--- config.mk ---
export PLATFORM = sky130hd
export DESIGN_NAME = base64_hex_stream_decoder
export DESIGN_NICKNAME = d
export VERILOG_FILES = /design/src/rtl/bhd_pkg.sv /design/src/rtl/bhd_front.sv /design/src/rtl/bhd_back.sv /design/src/rtl/base64_hex_stream_decoder.sv
export SDC_FILE = /design/constraint.sdc
export NUM_CORES = 1
export LEC_CHECK = 0
export BUFFER_PORTS_ARGS = -buffer_cell sky130_fd_sc_hd__buf_2
export CORE_MARGIN = 1.5
export CORE_UTILIZATION = 55
export DETAILED_ROUTE_END_ITERATION = 6
export GPL_ROUTABILITY_DRIVEN = 0
export PLACE_DENSITY = 0.81
export REMOVE_ABC_BUFFERS = 1
export SKIP_LAST_GASP = 1
export SYNTH_ARGS = -nofsm -noshare
export SYNTH_HDL_FRONTEND = slang
export SYNTH_SLANG_ARGS = --single-unit
--- constraint.sdc ---
create_clock -name i_clk -period 4 [get_ports i_clk]
set_input_delay 0.4 -clock i_clk [delete_from_list [all_inputs] [get_ports i_clk]]
set_output_delay 0.4 -clock i_clk [all_outputs]
set_load 0.05 [all_outputs]
--- src/rtl/bhd_pkg.sv ---
// ----------------------------------------------------------------------------
// bhd_pkg
// Shared types and constants for the base64 / hex stream decoder.
// ----------------------------------------------------------------------------
package bhd_pkg;

    // Decode mode register values. The unused code acts as binary.
    localparam logic [1:0] MODE_BIN = 2'd0;
    localparam logic [1:0] MODE_HEX = 2'd1;
    localparam logic [1:0] MODE_B64 = 2'd2;

    // Error codes reported with the end marker.
    localparam logic [2:0] ERR_NONE     = 3'd0;
    localparam logic [2:0] ERR_B64_CHAR = 3'd1;
    localparam logic [2:0] ERR_B64_PAD  = 3'd2;
    localparam logic [2:0] ERR_HEX_CHAR = 3'd3;
    localparam logic [2:0] ERR_HEX_ODD  = 3'd4;

    // Base64 pad character.
    localparam logic [7:0] CH_PAD = 8'h3D;

    // A classified character, passed from the front to the back.
    typedef struct packed {
        logic [7:0] ch;
        logic       last;
        logic       ws;
        logic       pad;
        logic       b64_ok;
        logic [5:0] b64_val;
        logic       hex_ok;
        logic [3:0] hex_val;
    } t_cls;

    // One result entry of the output queue.
    typedef struct packed {
        logic [7:0] data;
        logic       valid;
        logic       last;
        logic [2:0] err;
    } t_res;

endpackage

--- src/rtl/bhd_front.sv ---
// ----------------------------------------------------------------------------
// bhd_front
// Accepts characters, classifies them for hex and base64, and holds them in
// a short queue until the back end takes them.
// ----------------------------------------------------------------------------
module bhd_front
    import bhd_pkg::*;
#(
    parameter int DEPTH = 4
) (
    input  logic       i_clk,
    input  logic       i_rst_n,
    input  logic       i_push,
    output logic       o_full,
    input  logic [7:0] i_char,
    input  logic       i_last,
    output logic       o_avail,
    output t_cls       o_head,
    input  logic       i_take
);

    localparam int AW = (DEPTH > 1) ? $clog2(DEPTH) : 1;
    localparam int CW = $clog2(DEPTH + 1);

    t_cls          r_mem [DEPTH];
    logic [AW-1:0] r_wr;
    logic [AW-1:0] r_rd;
    logic [CW-1:0] r_cnt;
    logic [AW-1:0] n_wr;
    logic [AW-1:0] n_rd;
    logic [CW-1:0] n_cnt;
    t_cls          w_cls;
    logic          w_acc;
    logic          w_pop;
    logic [7:0]    w_diff;

    // Character classification, independent of the mode.
    always_comb begin
        w_cls         = '0;
        w_diff        = '0;
        w_cls.ch      = i_char;
        w_cls.last    = i_last;
        w_cls.ws      = (i_char == 8'h20) || ((i_char >= 8'h09) && (i_char <= 8'h0D));
        w_cls.pad     = (i_char == CH_PAD);

        // Base64 alphabet value.
        priority if ((i_char >= 8'h41) && (i_char <= 8'h5A)) begin
            w_diff        = i_char - 8'h41;
            w_cls.b64_ok  = 1'b1;
            w_cls.b64_val = w_diff[5:0];
        end else if ((i_char >= 8'h61) && (i_char <= 8'h7A)) begin
            w_diff        = i_char - 8'h61 + 8'd26;
            w_cls.b64_ok  = 1'b1;
            w_cls.b64_val = w_diff[5:0];
        end else if ((i_char >= 8'h30) && (i_char <= 8'h39)) begin
            w_diff        = i_char - 8'h30 + 8'd52;
            w_cls.b64_ok  = 1'b1;
            w_cls.b64_val = w_diff[5:0];
        end else if (i_char == 8'h2B) begin
            w_cls.b64_ok  = 1'b1;
            w_cls.b64_val = 6'd62;
        end else if (i_char == 8'h2F) begin
            w_cls.b64_ok  = 1'b1;
            w_cls.b64_val = 6'd63;
        end else begin
            w_cls.b64_ok  = 1'b0;
        end

        // Hex digit value.
        priority if ((i_char >= 8'h30) && (i_char <= 8'h39)) begin
            w_cls.hex_ok  = 1'b1;
            w_cls.hex_val = i_char[3:0];
        end else if (((i_char >= 8'h41) && (i_char <= 8'h46)) ||
                     ((i_char >= 8'h61) && (i_char <= 8'h66))) begin
            w_cls.hex_ok  = 1'b1;
            w_cls.hex_val = i_char[3:0] + 4'd9;
        end else begin
            w_cls.hex_ok  = 1'b0;
        end
    end

    // Queue control.
    assign o_full  = (r_cnt == CW'(DEPTH));
    assign o_avail = (r_cnt != '0);
    assign o_head  = r_mem[r_rd];
    assign w_acc   = i_push && !o_full;
    assign w_pop   = i_take && o_avail;

    always_comb begin
        n_wr  = r_wr;
        n_rd  = r_rd;
        n_cnt = r_cnt;
        if (w_acc) begin
            n_wr = (r_wr == AW'(DEPTH - 1)) ? '0 : r_wr + 1'b1;
        end
        if (w_pop) begin
            n_rd = (r_rd == AW'(DEPTH - 1)) ? '0 : r_rd + 1'b1;
        end
        unique case ({w_acc, w_pop})
            2'b10:   n_cnt = r_cnt + 1'b1;
            2'b01:   n_cnt = r_cnt - 1'b1;
            default: n_cnt = r_cnt;
        endcase
    end

    always_ff @(posedge i_clk) begin
        if (!i_rst_n) begin
            r_wr  <= '0;
            r_rd  <= '0;
            r_cnt <= '0;
        end else begin
            r_wr  <= n_wr;
            r_rd  <= n_rd;
            r_cnt <= n_cnt;
        end
    end

    // Queue storage.
    always_ff @(posedge i_clk) begin
        if (w_acc) begin
            r_mem[r_wr] <= w_cls;
        end
    end

endmodule

--- src/rtl/bhd_back.sv ---
// ----------------------------------------------------------------------------
// bhd_back
// Decodes classified characters in the selected mode and writes up to three
// results per character into the output queue.
// ----------------------------------------------------------------------------
module bhd_back
    import bhd_pkg::*;
#(
    parameter int DEPTH = 8
) (
    input  logic       i_clk,
    input  logic       i_rst_n,
    input  logic [1:0] i_mode,
    input  logic       i_avail,
    input  t_cls       i_head,
    output logic       o_take,
    output logic       o_empty,
    input  logic       i_pop,
    output t_res       o_res
);

    localparam int AW = (DEPTH > 1) ? $clog2(DEPTH) : 1;
    localparam int CW = $clog2(DEPTH + 1);

    // Decoder state.
    logic [1:0]  r_sc;
    logic [23:0] r_acc;
    logic        r_pad;
    logic [2:0]  r_err;
    logic [1:0]  n_sc;
    logic [23:0] n_acc;
    logic        n_pad;
    logic [2:0]  n_err;

    // Output queue.
    t_res          r_mem [DEPTH];
    logic [AW-1:0] r_head;
    logic [AW-1:0] r_tail;
    logic [CW-1:0] r_cnt;
    logic [AW-1:0] n_head;
    logic [AW-1:0] n_tail;
    logic [CW-1:0] n_cnt;

    // Per-character results.
    logic [7:0]  w_byte [3];
    logic [1:0]  w_nb;
    logic [1:0]  w_nres;
    logic [2:0]  w_end_err;
    t_res        w_res  [3];
    logic [AW-1:0] w_idx [3];
    logic        w_flush;
    logic [2:0]  w_fcnt;
    logic [23:0] w_facc;
    logic [7:0]  w_acc8;
    logic [23:0] w_sh;
    logic        w_pop;
    logic [AW:0] w_sum;

    assign o_take  = i_avail && (r_cnt <= CW'(DEPTH - 3));
    assign o_empty = (r_cnt == '0);
    assign o_res   = r_mem[r_head];
    assign w_pop   = i_pop && !o_empty;

    // Decode one character against the held group state.
    always_comb begin
        n_sc    = r_sc;
        n_acc   = r_acc;
        n_pad   = r_pad;
        n_err   = r_err;
        w_flush = 1'b0;
        w_fcnt  = '0;
        w_facc  = '0;
        w_acc8  = '0;
        w_sh    = '0;
        w_nb    = '0;
        w_byte[0] = '0;
        w_byte[1] = '0;
        w_byte[2] = '0;

        unique case (i_mode)
            MODE_HEX: begin
                if (!i_head.ws) begin
                    w_acc8 = r_acc[7:0];
                    if (!i_head.hex_ok) begin
                        n_err = ERR_HEX_CHAR;
                    end else begin
                        w_acc8 = {r_acc[3:0], i_head.hex_val};
                    end
                    if (r_sc != 2'd0) begin
                        w_byte[0] = w_acc8;
                        w_nb      = 2'd1;
                        n_sc      = 2'd0;
                        n_acc     = '0;
                    end else begin
                        n_sc  = 2'd1;
                        n_acc = {16'd0, w_acc8};
                    end
                end
                // An odd nibble at buffer end goes out alone.
                if (i_head.last && (n_sc != 2'd0)) begin
                    w_byte[0] = n_acc[7:0];
                    w_nb      = 2'd1;
                    n_err     = ERR_HEX_ODD;
                end
            end
            MODE_B64: begin
                if (r_pad) begin
                    if (!i_head.ws && !i_head.pad) begin
                        n_err = ERR_B64_PAD;
                    end
                end else if (!i_head.ws) begin
                    if (i_head.pad) begin
                        w_flush = 1'b1;
                        w_fcnt  = {1'b0, r_sc};
                        w_facc  = r_acc;
                        n_pad   = 1'b1;
                    end else if (!i_head.b64_ok) begin
                        n_err = ERR_B64_CHAR;
                    end else begin
                        unique case (r_sc)
                            2'd0:    w_sh = {i_head.b64_val, 18'd0};
                            2'd1:    w_sh = {6'd0, i_head.b64_val, 12'd0};
                            2'd2:    w_sh = {12'd0, i_head.b64_val, 6'd0};
                            default: w_sh = {18'd0, i_head.b64_val};
                        endcase
                        n_acc = r_acc | w_sh;
                        if (r_sc == 2'd3) begin
                            w_flush = 1'b1;
                            w_fcnt  = 3'd4;
                            w_facc  = n_acc;
                        end else begin
                            n_sc = r_sc + 2'd1;
                        end
                    end
                end
                // A partial group is flushed at buffer end.
                if (i_head.last && !n_pad && !w_flush) begin
                    w_flush = 1'b1;
                    w_fcnt  = {1'b0, n_sc};
                    w_facc  = n_acc;
                end
                if (w_flush) begin
                    n_sc  = 2'd0;
                    n_acc = '0;
                    w_byte[0] = w_facc[23:16];
                    w_byte[1] = w_facc[15:8];
                    w_byte[2] = w_facc[7:0];
                    priority if (w_fcnt == 3'd4) begin
                        w_nb = 2'd3;
                    end else if (w_fcnt == 3'd3) begin
                        w_nb = 2'd2;
                    end else if (w_fcnt != 3'd0) begin
                        w_nb = 2'd1;
                    end else begin
                        w_nb = 2'd0;
                    end
                end
            end
            default: begin
                w_byte[0] = i_head.ch;
                w_nb      = 2'd1;
            end
        endcase

        // The end marker rides on the last result, or on an empty one.
        w_end_err = n_err;
        w_nres    = (i_head.last && (w_nb == 2'd0)) ? 2'd1 : w_nb;
        for (int k = 0; k < 3; k++) begin
            w_res[k].valid = (2'(k) < w_nb);
            w_res[k].data  = w_res[k].valid ? w_byte[k] : 8'd0;
            w_res[k].last  = i_head.last && (2'(k) == w_nres - 2'd1);
            w_res[k].err   = w_res[k].last ? w_end_err : ERR_NONE;
        end
        if (i_head.last) begin
            n_sc  = '0;
            n_acc = '0;
            n_pad = 1'b0;
            n_err = ERR_NONE;
        end
    end

    // Write positions of the output queue.
    always_comb begin
        for (int k = 0; k < 3; k++) begin
            w_sum = {1'b0, r_tail} + (AW + 1)'(k);
            if (w_sum >= (AW + 1)'(DEPTH)) begin
                w_sum = w_sum - (AW + 1)'(DEPTH);
            end
            w_idx[k] = w_sum[AW-1:0];
        end
    end

    // Output queue pointers.
    always_comb begin
        n_head = r_head;
        n_tail = r_tail;
        n_cnt  = r_cnt;
        if (o_take) begin
            n_tail = (w_nres == 2'd0) ? r_tail : w_idx[w_nres - 2'd1];
            n_tail = (w_nres == 2'd0) ? n_tail :
                     ((n_tail == AW'(DEPTH - 1)) ? '0 : n_tail + 1'b1);
            n_cnt  = n_cnt + CW'(w_nres);
        end
        if (w_pop) begin
            n_head = (r_head == AW'(DEPTH - 1)) ? '0 : r_head + 1'b1;
            n_cnt  = n_cnt - 1'b1;
        end
    end

    always_ff @(posedge i_clk) begin
        if (!i_rst_n) begin
            r_sc   <= '0;
            r_acc  <= '0;
            r_pad  <= 1'b0;
            r_err  <= ERR_NONE;
            r_head <= '0;
            r_tail <= '0;
            r_cnt  <= '0;
        end else begin
            r_head <= n_head;
            r_tail <= n_tail;
            r_cnt  <= n_cnt;
            if (o_take) begin
                r_sc  <= n_sc;
                r_acc <= n_acc;
                r_pad <= n_pad;
                r_err <= n_err;
            end
        end
    end

    // Output queue storage.
    always_ff @(posedge i_clk) begin
        if (o_take) begin
            for (int k = 0; k < 3; k++) begin
                if (2'(k) < w_nres) begin
                    r_mem[w_idx[k]] <= w_res[k];
                end
            end
        end
    end

endmodule

--- src/rtl/base64_hex_stream_decoder.sv ---
// ----------------------------------------------------------------------------
// base64_hex_stream_decoder
// Character stream decoder: binary passthrough, hex pairs or base64 groups.
// ----------------------------------------------------------------------------
// Path: a character accepted into the front queue is decoded when the back end
// takes it, and its results are written into the output queue.
// Throughput: one character per cycle while the output queue has room for three
// results; a completed base64 group adds three, which drain at one per cycle as popped.
// Reset: synchronous, active low; clears both queues, the group state and
// sets the mode to binary.
module base64_hex_stream_decoder
    import bhd_pkg::*;
#(
    parameter int QUEUE_DEPTH = 4,
    parameter int OUT_DEPTH   = 8
) (
    input  logic       i_clk,
    input  logic       i_rst_n,
    input  logic       push,
    output logic       full,
    input  logic [7:0] i_in_char,
    input  logic       i_in_last,
    output logic       empty,
    input  logic       pop,
    output logic [7:0] o_out_byte,
    output logic       o_byte_valid,
    output logic       o_buffer_end,
    output logic [2:0] o_error_code,
    input  logic       i_cfg_valid,
    output logic       o_cfg_ready,
    input  logic [1:0] i_cfg_data
);

    logic [1:0] r_mode;
    logic       w_avail;
    logic       w_take;
    t_cls       w_head;
    t_res       w_res;

    // Mode register; a configuration transaction is always taken.
    assign o_cfg_ready = 1'b1;

    always_ff @(posedge i_clk) begin
        if (!i_rst_n) begin
            r_mode <= MODE_BIN;
        end else if (i_cfg_valid) begin
            r_mode <= i_cfg_data;
        end
    end

    bhd_front #(
        .DEPTH (QUEUE_DEPTH)
    ) u_front (
        .i_clk   (i_clk),
        .i_rst_n (i_rst_n),
        .i_push  (push),
        .o_full  (full),
        .i_char  (i_in_char),
        .i_last  (i_in_last),
        .o_avail (w_avail),
        .o_head  (w_head),
        .i_take  (w_take)
    );

    bhd_back #(
        .DEPTH (OUT_DEPTH)
    ) u_back (
        .i_clk   (i_clk),
        .i_rst_n (i_rst_n),
        .i_mode  (r_mode),
        .i_avail (w_avail),
        .i_head  (w_head),
        .o_take  (w_take),
        .o_empty (empty),
        .i_pop   (pop),
        .o_res   (w_res)
    );

    assign o_out_byte   = w_res.data;
    assign o_byte_valid = w_res.valid;
    assign o_buffer_end = w_res.last;
    assign o_error_code = w_res.err;

endmodule

==> metrics.cfg, run 1 <==
[status]
status=finished clean

[drt]
wl_met2_um=15800
wl_per_cell_um=20.8
vias=9545
routed_via_density=6.32
remaining_drc_errors=0
met1Wirelength_um=12900
wl_um=31400
firstDrtPassIters=5
drtIter0Drc=888
dr_wl_met3_um=1930
dr.max_layer_used=met4
ant_nets=0

[synthesis]
seq_area_frac_synth_pct=50.5
ys_top_cells_by_area=edfxtp_1 (43%), mux2i_1 (9.6%), mux4_2 (8.0%)
yosys.area.top_type=edfxtp_1
synth-edff-count=196
postSynthRegisterBits=250
yosysWarnings=0
async_flop_share_pct=0
synth_top_cell_area_share_pct=42.7
synth_top_flop_cell=edfxtp_1
syn_avg_cell_area_um2=12.2
netlist_instances=1127
syn_area_um2=13800
synth_cell_types=84

[hold_path]
hold_start=i_in_last
min_path_type=in2reg
holdPathStages=1
min_to=u_front.r_mem[3][14]

[grt]
grt_pass1_wl_um=50600
grtUsageTotal_pct=24.1
grt_max_degree=37
grt_overflow=0
antenna_found_initial=0
grt_pass1_vias=9612

[placement]
port_buffers=30
dp.cells=1462
dp_hpwl_um=21700
pre_cts_ws_ns=0.0934
post_dp_cell_area_um2=14400

[sta]
setup_viol=0
hold_viol=0
period_needed_ns=3.81
timing.hold.ws_ns=0.0954
fin_tns_setup_ns=0
worstMarginPinSlew_ns=1.19
clock.fmax_mhz=262
maxSlewViolCount=0
period_share_pct=95.3
finClkSkew_ns=0.0114
slew_headroom_pct=20.9
layout_setup_ws_ns=0.189

[floorplan]
die_y_um=161
coreArea_um2=24500
die_x_um=161
start_util_pct=56.4
die_area_um2=26000
rows=57
io_pins=32

[layout]
finalInstanceArea_um2=15400
area_growth_pct=11.5
final_common_cell=edfxtp_1
drive_gt1_share_pct=20.9
fin_util_pct=62.9
final_net_count=1219
layout_common_cells=edfxtp_1 (196), mux2i_1 (133), a21oi_1 (97)
diodes=0
stdcell_count=1511

[worst_setup_path]
slowest_delay_ns=0.57
r2r-end=u_back.r_mem[1][11]
path_cells=mux4_2, a221o_2, nor4_2, nand3_1, a31oi_4, o21ai_4, ha_1, and3_1, nand2_1, buf_4, nand2_1, o22ai_1, a31o_2
crit_buf_inv=1
crit_top_cell=nand2_1
worst_path_max_delay_cell=mux4_2
worstPathMaxFanout=12
critPathRequiredTime_ns=4.40
rrSetupSlack_ns=0.19
endpoint_kind=flop
critPathTopFamily=simple AND/OR/NAND/NOR gates
critPathArrivalTime_ns=4.21
worst-setup-path-type=reg2reg
reg2regPathDepth=13
startpoint_type=flop

[pwr]
pwr-share-seq_pct=36.7
swShare_pct=35.3
ir_worst_vdd_mv=0.441
power.internal_mw=5.96
powerDensity_nw_per_um2=599
power_switching_mw=3.26
pwr-share-clk_pct=27.2
power_mw=9.21
combinationalPowerShare_pct=36.1
power_leakage_nw=5.85

[clock_network]
insertion_delay_ns=0.53
clkTransAtPathRegs_ns=0.06
cts-root-buf=clkbuf_16
cts_tree=yes
clock-sinks=250
clockBufferDepth=3
htreeDepth=1
cts_made_buffers=26

[job]
maxCapViolCount=0

what timing repair did:
action / 4_1_cts / 5_1_grt
hold endpoints to repair: 0 / 0
setup buffers: 0 / 0
endpoints found under the setup margin: 0 / 72
gates resized for setup: 0 / 10
hold buffers: 0 / 0
worst max path at each step:
| stage | startpoint | endpoint | slack, ns | cells past startpoint |
|---|---|---|---|---|
| after global routing | flop | u_back.r_tail[2] | -0.03 | 15 |
| after CTS | flop | u_back.r_tail[2] | 0.07 | 15 |
| final | flop | u_back.r_mem[1][11] | 0.19 | 13 |
| after floorplan | flop | u_back.r_mem[1][0] | -1.05 | 10 |
| after detailed placement | flop | u_back.r_mem[0][6] | 0.09 | 12 |
| after global placement | flop | u_back.r_mem[0][6] | 0.20 | 12 |
per-layer routing:
layer	global-route usage, %	vias to the layer above
met5	0	-
met4	8.08	0
met1	31.0	4668
li1	-	4423
met3	2.93	79
met2	42.3	375
final cells by class:
| cell class | instances | area, um2 |
|---|---|---|
| clock buffers | 33 | 771 |
| clock inverters | 15 | 136 |
| fillers | 1791 | 9080 |
| inverters | 30 | 118 |
| multi-input cells | 781 | 6470 |
| flip-flops and latches | 250 | 6970 |
| well taps | 324 | 405 |
| repair buffers | 78 | 514 |
kinds of logic (layout without fill, tap and decap cells):
kind of cell / Yosys count / count (layout) / share of synthesized area (%)
xor+xnor: 10 / 10 / 0.635
compound gates: 252 / 252 / 12.7
other cells: 1 / 1 / 0.0272
flops: 250 / 250 / 50.5
buf+inv: 97 / 156 / 3.08
simple gates: 266 / 266 / 9.46
mux: 207 / 208 / 19.7
fa+ha+maj: 44 / 44 / 3.95
synthesized netlist by cell type, types with 19 or more instances:
library cell  number
dfxtp_1           54
mux2_2            25
edfxtp_1         196
nand3_1           23
clkbuf_1          45
ha_1              34
nor2b_1           19
nand2_1           94
mux4_2            49
mux2i_1          133
inv_1             26
o21ai_0           30
a21oi_1           97
nor2_1            57
power by group through the flow:
stage                     Sequential [mW]  Combinational [mW]  Clock (mW)
final                                3.38                3.33        2.51
after global routing                 3.41                3.59        2.62
after floorplan                      3.42                2.35           0
after detailed placement             3.43                3.24           0
after CTS                            3.37                3.27        2.53
after global placement               3.41                3.16           0
registers in the layout, summed over array words and instances, names as in the netlist, 3 cells and up, named ones only:
signal,count
u_back.r_cnt,4
u_front.r_cnt,3
u_back.r_err,3
u_back.r_acc,24
u_back.r_tail,3
u_front.r_mem,92
u_back.r_head,3
u_back.r_mem,104
(Power assumes the default switching activity.)
==> run 2: changes to the inputs <==
--- a/config.mk
+++ b/config.mk
@@ -6,11 +6,13 @@
 export NUM_CORES = 1
 export LEC_CHECK = 0
 export BUFFER_PORTS_ARGS = -buffer_cell sky130_fd_sc_hd__buf_2
+export CELL_PAD_IN_SITES_DETAIL_PLACEMENT = 0
+export CELL_PAD_IN_SITES_GLOBAL_PLACEMENT = 1
 export CORE_MARGIN = 1.5
-export CORE_UTILIZATION = 55
+export CORE_UTILIZATION = 47
 export DETAILED_ROUTE_END_ITERATION = 6
 export GPL_ROUTABILITY_DRIVEN = 0
-export PLACE_DENSITY = 0.81
+export PLACE_DENSITY = 0.83
 export REMOVE_ABC_BUFFERS = 1
 export SKIP_LAST_GASP = 1
 export SYNTH_ARGS = -nofsm -noshare
==> run 2 against run 1 <==
Effect of this change:
- largest cell class unchanged
- clock-buffer cell count is 5 higher
- power is 1.6% lower
- cell count is 4.6% higher
- clock power is 6% lower
- global-route usage is 1.5 points lower
- critical path type unchanged
- clock skew is 0.00088 ns lower
==> metrics.cfg, run 2 (synthesis results as in run 1) <==
[status]
status=finished clean

[layout]
final_net_count=1230
reg_top3=u_back.r_mem x104, u_front.r_mem x92, u_back.r_acc x24
drive_gt1_share_pct=21.1
multi_input_area_um2=6420
largest_reg_flops=104
regMostFlops=u_back.r_mem
diodes=0
final_common_cell=edfxtp_1
area_growth_pct=11.8
num-fill-cells=2415
layout_common_cells=edfxtp_1 (196), mux2i_1 (133), a21oi_1 (97)
finalInstanceArea_um2=15400
stdcell_count=1581
seq_area_um2=6970
fin_util_pct=53.6

[grt]
grt_overflow=0
grt_max_degree=37
antenna_found_initial=0
grt_pass1_wl_um=53700
grtUsageTotal_pct=22.6
grt_pass1_vias=9467

[clock_network]
post_cts_buffers=0
htreeDepth=1
clock-sinks=250
insertion_delay_ns=0.53
clockBufferDepth=3
cts-root-buf=clkbuf_16
clkTransAtPathRegs_ns=0.06
cts_tree=yes
cts_made_buffers=27

[worst_setup_path]
rrSetupSlack_ns=0.20
worst-setup-path-type=reg2reg
critPathArrivalTime_ns=4.20
startpoint_type=flop
r2r-end=u_back.r_mem[5][12]
reg2regPathDepth=13
endpoint_kind=flop
worstPathMaxFanout=11
critPathRequiredTime_ns=4.40

[placement]
post_dp_cell_area_um2=14600
port_buffers=30
pre_cts_ws_ns=0.167
dp_hpwl_um=23200
dp.cells=1533

[hold_path]
holdPathStages=1
hold_start=i_in_last
min_to=u_front.r_mem[0][14]
min_path_type=in2reg

[drt]
wl_um=34100
dr.max_layer_used=met4
dr_wl_met3_um=1750
wl_per_cell_um=21.5
drtIter0Drc=861
wl_met2_um=16800
remaining_drc_errors=0
vias=9484
met1Wirelength_um=14500
ant_nets=0
firstDrtPassIters=5
routed_via_density=6.00

[sta]
layout_setup_ws_ns=0.198
clock.fmax_mhz=263
worstMarginPinSlew_ns=0.956
period_needed_ns=3.80
rsz0062_at_grt=no
setup_viol=0
finClkSkew_ns=0.0106
slew_headroom_pct=35.8
maxSlewViolCount=0
period_share_pct=95.0
hold_viol=0

[pwr]
power_leakage_nw=5.88
power_mw=9.06
pwr-share-seq_pct=37.1
combinationalPowerShare_pct=36.8
powerDensity_nw_per_um2=588
power.internal_mw=5.85
power_switching_mw=3.22
ir_worst_vdd_mv=0.397
pwr-share-clk_pct=26.1
swShare_pct=35.5

[floorplan]
die_x_um=174
io_pins=32
rows=62
die_area_um2=30400
start_util_pct=47.9
coreArea_um2=28800
die_y_um=174

[job]
maxCapViolCount=0

[run 2: changes by cell type in the layout (fill, tap and decap cells not counted), sizes merged]
cell / before / now
clkbuf: 33 / 38
buf: 78 / 89
clkinvlp: 3 / 0
bufinv: 2 / 0
mux4: 50 / 49
[run 2: metal layers]
metal,global-route usage [%],up-vias
met2,38.5,316
met4,7.54,0
met5,0,-
li1,-,4431
met1,29.7,4675
met3,2.95,62
[run 2: critical path: stages (launching register included)]
cell     delay [ns]
dfxtp_4        0.42
mux4_2         0.57
a221o_2        0.41
nor4_1         0.25
nand3_1        0.18
a31oi_4        0.23
o21ai_4        0.13
ha_1           0.25
and3_1         0.21
nand2_1        0.39
buf_4          0.27
nand2_1        0.06
o22ai_1        0.16
a31o_2         0.13
[run 2: layout make-up]
type	count	area share, %
multi-input cells	780	41.6
clock inverters	10	0.349
clock buffers	38	5.13
well taps	384	3.11
flip-flops and latches	250	45.2
repair buffers	89	3.84
inverters	30	0.762
[run 2: what timing repair did]
item,CTS,global route
hold buffers,0,0
resized for setup,0,4
setup endpoints to repair,0,29
[run 2: power groups by stage]
stage,clock (mW),sequential [mW],combinational [mW]
6_report,2.36,3.36,3.34
3_5_place_dp,0,3.42,3.32
5_1_grt,2.50,3.40,3.63
3_3_place_gp,0,3.40,3.26
4_1_cts,2.40,3.36,3.34
2_1_floorplan,0,3.42,2.35
[run 2: worst max path at each step]
stage	start	to	slack (ns)	cells past startpoint
6_report	flop	u_back.r_mem[5][12]	0.20	13
3_5_place_dp	flop	u_back.r_mem[3][12]	0.17	13
2_1_floorplan	flop	u_back.r_mem[1][0]	-1.05	10
5_1_grt	flop	u_back.r_mem[5][12]	0.03	13
3_3_place_gp	flop	u_back.r_mem[4][12]	0.24	13
4_1_cts	flop	u_back.r_mem[3][12]	0.15	13
[run 2: metrics by stage]
step,TNS [ns],hold WS [ns]
floorplan,-162.55,0.437
global placement,0,0.449
detailed placement,0,0.454
CTS,0,0.0947
global route,0,0.0999
finish,0,0.114
